==> src/hdl/assert_macros.svh <==
// Assertion macros shared by the rasterizer RTL; they compile to nothing in synthesis.
`ifndef ASSERT_MACROS_SVH
`define ASSERT_MACROS_SVH
`ifndef SYNTHESIS
// Property that must hold at every clock edge outside reset.
`define ASSERT_ALWAYS(label, clk, rst, prop, msg) \
  label: assert property (@(posedge clk) disable iff (rst) (prop)) else $error(msg);
// Condition that implies a property in the same cycle.
`define ASSERT_IMPLY(label, clk, rst, cond, prop, msg) \
  label: assert property (@(posedge clk) disable iff (rst) (cond) |-> (prop)) \
    else $error(msg);
`else
`define ASSERT_ALWAYS(label, clk, rst, prop, msg)
`define ASSERT_IMPLY(label, clk, rst, cond, prop, msg)
`endif
`endif

==> src/hdl/tcgr_pkg.sv <==
// Package with the types, codes and default sizes of the text cell rasterizer.
`timescale 1ns / 1ps
package tcgr_pkg;

  // Default sizes handed to the top level parameters.
  localparam int GLYPH_COUNT_DEF   = 96;
  localparam int SCREEN_WIDTH_DEF  = 256;
  localparam int SCREEN_HEIGHT_DEF = 192;

  // Width of the shared adder and of pixel addresses.
  localparam int ALU_W = 16;

  // Item function codes.
  localparam logic [1:0] FUNC_LOAD = 2'd0;
  localparam logic [1:0] FUNC_DRAW = 2'd1;
  localparam logic [1:0] FUNC_FILL = 2'd2;

  // Result kinds.
  localparam logic KIND_GLYPH = 1'b0;
  localparam logic KIND_SPAN  = 1'b1;

  // Printable character range; anything else draws as a space.
  localparam logic [7:0] CODE_FIRST = 8'h20;
  localparam logic [7:0] CODE_LAST  = 8'h7F;

  // Number of glyph lines in the small set.
  localparam logic [2:0] LINES_SMALL = 3'd6;

  // Last line index of a cell in each mode.
  localparam logic [2:0] LAST_LINE_BIG   = 3'd7;
  localparam logic [2:0] LAST_LINE_SMALL = 3'd5;

  typedef struct packed {
    logic [1:0] func;
    logic       buffer_select;
    logic [6:0] cell_column;
    logic [5:0] cell_row;
    logic [7:0] char_code;
    logic [7:0] pixel_color;
    logic [6:0] end_column;
    logic       glyph_bank;
    logic [6:0] glyph_index;
    logic [2:0] glyph_line;
    logic [7:0] glyph_bits;
  } item_t;

  typedef struct packed {
    logic        kind;
    logic        target_buffer;
    logic [15:0] pixel_address;
    logic [5:0]  pixel_mask;
    logic [8:0]  span_length;
    logic [7:0]  write_color;
    logic        last;
  } result_t;

  // One operation for the shared adder.
  typedef struct packed {
    logic             en;
    logic             sub;
    logic [ALU_W-1:0] a;
    logic [ALU_W-1:0] b;
  } alu_req_t;

endpackage

==> src/hdl/tcgr_alu.sv <==
// Shared registered add/subtract unit used by the rasterizer sequencer.
`timescale 1ns / 1ps
module tcgr_alu (
  input  logic                             clk,
  input  tcgr_pkg::alu_req_t               req,
  output logic [tcgr_pkg::ALU_W-1:0]       y
);

  // The result register doubles as the row address accumulator.
  always_ff @(posedge clk) begin
    if (req.en) begin
      y <= req.sub ? (req.a - req.b) : (req.a + req.b);
    end
  end

endmodule

==> config.mk <==
export PLATFORM = sky130hd
export DESIGN_NAME = tcgr_alu
export DESIGN_NICKNAME = d
export VERILOG_FILES = /design/src/hdl/assert_macros.svh /design/src/hdl/tcgr_pkg.sv /design/src/hdl/tcgr_alu.sv
export SDC_FILE = /design/constraint.sdc
export NUM_CORES = 1
export LEC_CHECK = 0
export ABC_AREA = 1
export BUFFER_PORTS_ARGS = -buffer_cell sky130_fd_sc_hd__buf_2
export CORE_UTILIZATION = 45
export CTS_CLUSTER_DIAMETER = 60
export DETAILED_ROUTE_END_ITERATION = 8
export GPL_ROUTABILITY_DRIVEN = 0
export HOLD_SLACK_MARGIN = 0.06
export PLACE_DENSITY = 0.79
export SKIP_LAST_GASP = 1
export SLEW_MARGIN = 10
export SYNTH_ARGS = -nofsm -noshare
export SYNTH_HDL_FRONTEND = slang
export SYNTH_SLANG_ARGS = --single-unit
==> constraint.sdc <==
create_clock -name clk -period 2.9 [get_ports clk]
set_input_delay 0.29 -clock clk [delete_from_list [all_inputs] [get_ports clk]]
set_output_delay 0.29 -clock clk [all_outputs]
set_load 0.05 [all_outputs]
After elaboration in Yosys (flattened, before gate mapping)
Cells that the tools add are included.
{"block": "classes", "mux": 1, "add_sub_neg": 2}
{"operator": "adder 16 bit", "n": 1}
{"operator": "2-to-1 mux 16 bit", "n": 1}
{"operator": "subtractor 16 bit", "n": 1}
{"block": "totals", "reg_bits": 16}

Logic depth before layout (Yosys ltp)
Gate-level depths: netlist (run 1).
{"block": "depth", "depth_word": 2, "ltp_mapped": 19, "mapped_depth_nobuf": 19}

Worst setup path after synthesis (run 1)
OpenSTA, ideal clock, no wires.
{"block": "synth_path", "path_type": "input -> register", "start": "input port req[0] (netlist name)", "end": "register y[13] (netlist name), data pin", "path_buffers": 0, "stages": 17, "setup_time_ns": 0.252, "setup_slack_ns": 0.574, "required_time_ns": 2.648, "arrival_time_ns": 2.074, "cell_sequence": "inv_1 > ha_1 > nand2_1 > nor2_2 > inv_2 > o21ai_1 > xor2_1 > inv_1 > ha_1 > nand2_1 > inv_2 > a21oi_2 > nor2_1 > nor2_1 > nand2_1 > nand2_1 > nand2_1"}
{"block": "synth_between", "elab_chain_cells": 2, "word_cells_on_any_way": 3, "cone_classes": "add/sub (2); mux (1)"}
{"item": "start, declared", "line_no": "tcgr_alu.sv:5", "rtl": "input tcgr_pkg::alu_req_t req,"}
{"item": "adder 16 bit or subtractor 16 bit (tied branches)", "line_no": "tcgr_alu.sv:12", "rtl": "y <= req.sub ? (req.a - req.b) : (req.a + req.b);"}
{"item": "2-to-1 mux 16 bit *", "line_no": "tcgr_alu.sv:12"}
{"item": "end signal, assigned", "line_no": "tcgr_alu.sv:12"}
{"item": "end, declared", "line_no": "tcgr_alu.sv:6", "rtl": "output logic [tcgr_pkg::ALU_W-1:0] y"}
Mark *: on every way between the ends. The rest lies on a longest branch, timed or not.
A chain may end at the register's enable or synchronous reset.

Worst setup path after layout (run 1)
Same ends and word-level chain as after synthesis.

==> flow_summary.json, run 1 <==
{
  "timing.hold.worst.class": "input pin to flip-flop",
  "post-synth-top-area-fraction_pct": 25.5,
  "post_cts.repair.setup_buffers": 0,
  "holdPathStages": 2,
  "hold_slack_ns": 0.416,
  "synth_cell_types": 29,
  "ctsRootBufferMaster": "clkbuf_8",
  "cpMaxStageDelayCell": "ha_1",
  "clock_power_share_pct": 15.9,
  "ant_nets": 0,
  "setup.worst_path.end": "y[13]$_DFFE_PP_",
  "grt_max_degree": 17,
  "fillCellCount": 398,
  "reg.largest.list": "y: 16 flops",
  "period_needed_ns": 2.41,
  "vdd_drop_max_mv": 0.210,
  "grt_pass1_wl_um": 7250,
  "critical_path.startpoint_type": "input pin",
  "cts_max_level": 1,
  "cts.clk_slew.worst_paths_ns": 0.06,
  "finalNetCount": 387,
  "largest_register": "y",
  "synthesis.area_per_instance_um2": 6.68,
  "power.density_cell_area_mw_per_mm2": 474,
  "finalMaxSlewViolations": 0,
  "crit_type": "input pin to flip-flop",
  "holdBufCountCts": 0,
  "run_status": "finished clean",
  "drc": 0,
  "io_pins": 51,
  "route.detailed.wl_per_inst_um": 11.0,
  "vias_per_cell": 4.99,
  "fraction_of_layout_instances_using_a_drive_strength_above_1_pct": 22.8,
  "first_global_vias": 1822,
  "sequentialPowerShare_pct": 30.8,
  "power_leakage_nw": 1.20,
  "post_syn_instances": 282,
  "final_design_area_no_fill_mm2": 0.00223,
  "netlist_top_cells_area": "edfxtp_1 (25%), nand2_1 (17%), ha_1 (11%)",
  "tritoncts_clock_tree": "yes",
  "internal-power_uw": 576,
  "achievable-frequency_mhz": 416,
  "arrival_ns": 2.41,
  "netlist_area_mm2": 0.00188,
  "post_cts_resize_count": 0,
  "placementRows": 23,
  "net-switching-power_uw": 480,
  "largest_register_ffs": 16,
  "cp_common_cell": "nand2_1",
  "chipHeight_um": 66.7,
  "power.total_mw": 1.06,
  "crit_fanout": 4,
  "synthToLayoutAreaGrowth_pct": 18.3,
  "placement.cell_area_mm2": 0.00219,
  "finalCoreUtilization_pct": 55.7,
  "core_area_mm2": 0.00400,
  "yosysWarningCount": 0,
  "grt_antenna_before_repair": 0,
  "num_vias": 1912,
  "global_route.usage.total_pct": 21.3,
  "cts_buffer_depth": 2,
  "cts.sinks": 16,
  "setup_viol_count_final": 0,
  "tcrit_tclk_final_pct": 83.0,
  "place_hpwl_um": 3630,
  "initialDrtViolationCount": 80,
  "synth.ff_latch_count": 16,
  "p_sw_share_pct": 45.4,
  "worst_ep_required_time_ns": 2.91,
  "power_frac_comb_pct": 53.3,
  "max_cap_viol_count": 0,
  "first_pass_iters": 4,
  "end_kind": "flip-flop",
  "crit_path_cell_trace": "buf_2 > inv_1 > ha_1 > nand2_1 > nor2_2 > inv_2 > o21ai_1 > xor2_1 > inv_1 > ha_1 > nand2_1 > inv_2 > a21oi_2 > nor2_1 > nor2_1 > nand2_1 > nand2_1 > nand2_1",
  "port-buffer-count": 50,
  "die-area_mm2": 0.00445,
  "finalSetupTns_ns": 0,
  "actual_transition_at_the_worst_max_transition_pin_ns": 0.403,
  "grt_overflow_total": 0,
  "grt_setup_unrepaired": "false",
  "synth_fp_nets": 334,
  "hold_violation_total_from_the_final_report": 0,
  "critPathMaxStageDelay_ns": 0.33,
  "synth_largest_area_cell": "edfxtp_1",
  "cts_buffers": 3,
  "fp.dieW_um": 66.7,
  "yosysSeqAreaShare_pct": 25.5,
  "slew_headroom_pct": 72.8,
  "antennaDiodeCount": 0,
  "launch_point_of_the_worst_path": "req[0]",
  "wirelength_um": 4200,
  "floorplan.initialDensity_pct": 47.1
}
power by group through the flow:
stage / Clock (mW) / Combinational [mW] / Sequential (mW)
6_report: 0.167 / 0.563 / 0.326
3_5_place_dp: 0 / 0.563 / 0.332
2_1_floorplan: 0 / 0.273 / 0.492
3_3_place_gp: 0 / 0.551 / 0.329
5_1_grt: 0.181 / 0.622 / 0.330
4_1_cts: 0.174 / 0.565 / 0.327
cells in the mapped netlist, drive strengths merged:
library cell,n
edfxtp,16
o21bai,2
or2,1
o21ai,11
fa,1
inv,48
nor3,2
nor2,28
nand2,94
buf,2
o21a,1
nand4,4
nand3,23
xor2,13
ha,16
xnor2,4
a21oi,15
and3,1
per-layer routing:
| layer | part of all wire, % | routed length, µm | global-route usage, % | vias to the layer above |
|---|---|---|---|---|
| met4 | 3.6 | 152 | 12.5 | 0 |
| met1 | 42 | 1780 | 24.5 | 827 |
| li1 | - | - | - | 1007 |
| met5 | 0 | 0 | 0 | - |
| met2 | 49 | 2070 | 38.1 | 65 |
| met3 | 4.6 | 195 | 1.71 | 13 |
layout make-up:
| class | instances | area, µm² | area share, % |
|---|---|---|---|
| timing repair buffer | 50 | 250 | 11.2 |
| tap | 50 | 62.6 | 2.81 |
| inverter | 48 | 180 | 8.09 |
| sequential | 16 | 480 | 21.6 |
| multi-input combinational | 216 | 1210 | 54.5 |
| clock buffer | 3 | 41.3 | 1.85 |
worst max-delay path: cells and delay by family:
kind                     cells  cell delay [ns]
adder cells (fa/ha/maj)      2             0.50
AND/OR/NAND/NOR              8             0.77
AO/OA/AOI/OAI                2             0.33
buffers and inverters        5             0.36
XOR/XNOR                     1             0.15
through the flow:
| step | worst slack [ns] | std cells |
|---|---|---|
| 2_1_floorplan | 0.574 | 282 |
| 3_3_place_gp | 0.347 | 380 |
| 3_5_place_dp | 0.234 | 380 |
| 4_1_cts | 0.498 | 383 |
| 5_1_grt | 0.277 | 383 |
| 6_report | 0.494 | 383 |
layout by cell type, fill, tap and decap left out, drive strengths merged:
master and count:
nand4 4, fa 1, a21oi 15, buf 50, nand2 94, inv 48
xnor2 4, xor2 13, and3 1, nor2 28, o21bai 2, nor3 2
o21a 1, or2 1, o21ai 11, nand3 23, edfxtp 16, ha 16
clkbuf 3
how the worst min path moves through the flow:
| stage | slack (ns) | start | to |
|---|---|---|---|
| final | 0.42 | req[17] | y[1]$_DFFE_PP_ |
| after floorplan | 0.40 | req[33] | y[0]$_DFFE_PP_ |
| after detailed placement | 0.68 | req[17] | y[1]$_DFFE_PP_ |
| after global placement | 0.67 | req[17] | y[1]$_DFFE_PP_ |
| after CTS | 0.41 | req[17] | y[1]$_DFFE_PP_ |
| after global routing | 0.42 | req[17] | y[1]$_DFFE_PP_ |
logic make-up (layout without fill, tap and decap cells):
kind of cell,Yosys count,in the layout,share of synthesized area [%]
simple gates,153,153,35.7
buf+inv,50,101,10.1
compound gates,29,29,9.10
fa+ha+maj,17,17,11.7
xor+xnor,17,17,7.90
flops,16,16,25.5
Power figures use the tool's default switching activity.
==> inputs of run 2 (changes only) <==
Clock period 2.9 ns to 2.25 ns, I/O delays scaled along.
==> run 2 against run 1 <==
Effect of this change: sequential power is 28% higher; non-clock buffer count up 26; routed wire length grew 11%; total power rose by 42%; critical path depth decreased by 3; core utilization is 8.0 points higher; final cell count up 7.0%; critical path type unchanged; largest power group unchanged; highest routed layer unchanged.
==> flow_summary.json, run 2 (synthesized netlist as in run 1, its figures left out) <==
{
  "grt_antenna_before_repair": 0,
  "synthToLayoutAreaGrowth_pct": 35.2,
  "timing.hold.worst.class": "input pin to flip-flop",
  "vdd_drop_max_mv": 0.236,
  "seq_area_um2": 480,
  "internal-power_uw": 826,
  "end_kind": "flip-flop",
  "cts_max_level": 1,
  "chipHeight_um": 66.7,
  "core_area_mm2": 0.00400,
  "finalNetCount": 413,
  "ctsRootBufferMaster": "clkbuf_8",
  "mostFrequentLayoutCell": "nand2_1",
  "mostFrequentLayoutCells": "nand2_1 (83), buf_2 (50), inv_1 (41)",
  "fp.dieW_um": 66.7,
  "route.detailed.wl_per_inst_um": 11.4,
  "tcrit_tclk_final_pct": 93.4,
  "launch_point_of_the_worst_path": "req[0]",
  "cpMaxStageDelayCell": "ha_4",
  "multi_input_comb_area_mm2": 0.00132,
  "cts.sinks": 16,
  "grt_pass1_wl_um": 7240,
  "max_cap_viol_count": 0,
  "net-switching-power_uw": 676,
  "p_sw_share_pct": 45.0,
  "power.density_cell_area_mw_per_mm2": 590,
  "clock_power_share_pct": 15.1,
  "cts_buffers": 3,
  "num_vias": 2043,
  "grt_setup_unrepaired": "true",
  "arrival_ns": 2.10,
  "grt_overflow_total": 0,
  "drc": 0,
  "power_frac_comb_pct": 57.0,
  "crit_fanout": 4,
  "setup_viol_count_final": 0,
  "period_needed_ns": 2.10,
  "first_pass_iters": 4,
  "critPathMaxStageDelay_ns": 0.29,
  "slew_headroom_pct": 76.0,
  "initialDrtViolationCount": 74,
  "port-buffer-count": 50,
  "min-delay-start": "req[17]",
  "holdBufCountCts": 0,
  "hold_violation_total_from_the_final_report": 0,
  "tritoncts_clock_tree": "yes",
  "run_status": "finished clean",
  "critical_path.startpoint_type": "input pin",
  "die-area_mm2": 0.00445,
  "largest_register": "y",
  "finalMaxSlewViolations": 0,
  "vias_per_cell": 4.98,
  "sequentialPowerShare_pct": 27.9,
  "placementRows": 23,
  "global_route.usage.total_pct": 21.1,
  "fillCellCount": 348,
  "floorplan.initialDensity_pct": 47.1,
  "fraction_of_layout_instances_using_a_drive_strength_above_1_pct": 32.8,
  "power.total_mw": 1.50,
  "worst_ep_required_time_ns": 2.25,
  "holdPathStages": 2,
  "cts.clk_slew.worst_paths_ns": 0.07,
  "first_global_vias": 1903,
  "power_leakage_nw": 1.35,
  "instances_no_fill": 410,
  "cts_buffer_depth": 2,
  "ant_nets": 0,
  "achievable-frequency_mhz": 476,
  "crit_path_cell_trace": "buf_2 > inv_2 > ha_4 > nand2_4 > nor2_4 > inv_2 > o21ai_2 > xor2_1 > inv_1 > ha_4 > nand2_2 > nor2_1 > nand3_1 > nand4_1 > nand2_1",
  "wirelength_um": 4680,
  "largest_register_ffs": 16,
  "io_pins": 51,
  "antennaDiodeCount": 0,
  "post-place-cells": 403,
  "actual_transition_at_the_worst_max_transition_pin_ns": 0.360,
  "place_hpwl_um": 3650,
  "grt_max_degree": 17,
  "hold_slack_ns": 0.350,
  "crit_type": "input pin to flip-flop",
  "reg.largest.list": "y: 16 flops"
}
## run 2: cell count changes in the layout (fill, tap and decap cells not counted), sizes merged
cell and delta:
buf +26, clkinv +1
## run 2: worst paths after layout
check                       endpoint  slack, ns
worst max-delay path  y[9]$_DFFE_PP_       0.15
worst min-delay path  y[1]$_DFFE_PP_       0.35
## run 2: timing repair
item,CTS,global route
setup endpoints to repair,0,8
setup buffers,0,3
resized for setup,0,20
## run 2: power by group through the flow
stage,combinational [mW],sequential (mW),clock (mW)
finish,0.857,0.418,0.227
global route,0.934,0.425,0.237
CTS,0.801,0.420,0.230
detailed placement,0.799,0.426,0
global placement,0.780,0.424,0
floorplan,0.357,0.634,0
## run 2: metal layers
layer	routed length, µm	vias up	global-route usage [%]
met5	0	-	0
met4	175	0	10.1
met3	181	17	1.71
met2	2290	70	38.5
met1	2030	892	24.4
li1	-	1064	-
## run 2: area by class of cell
type	count	share of cell area, %
clock buffer	3	1.62
timing repair buffer	76	18.0
inverter	48	7.17
sequential	16	18.9
tap	50	2.46
multi-input combinational	216	51.8
clock inverter	1	0.147
## run 2: stage by stage
step | cell area, µm² | TNS [ns] | util, % | setup slack [ns]
floorplan | 1900 | 0 | - | 0.0799
global placement | 2390 | -0.531 | 59.7 | -0.112
detailed placement | 2390 | -1.04 | 59.7 | -0.188
CTS | 2430 | 0 | 60.8 | 0.0539
global route | 2550 | -0.0364 | 63.7 | -0.0151
finish | 2550 | 0 | 63.7 | 0.149
## run 2: worst max-delay path, delay by kind of cell
kind | cells | cell delay [ns]
AND/OR/NAND/NOR | 7 | 0.84
AO/OA/AOI/OAI | 1 | 0.13
XOR/XNOR | 1 | 0.15
buffers and inverters | 4 | 0.31
adder cells (fa/ha/maj) | 2 | 0.44
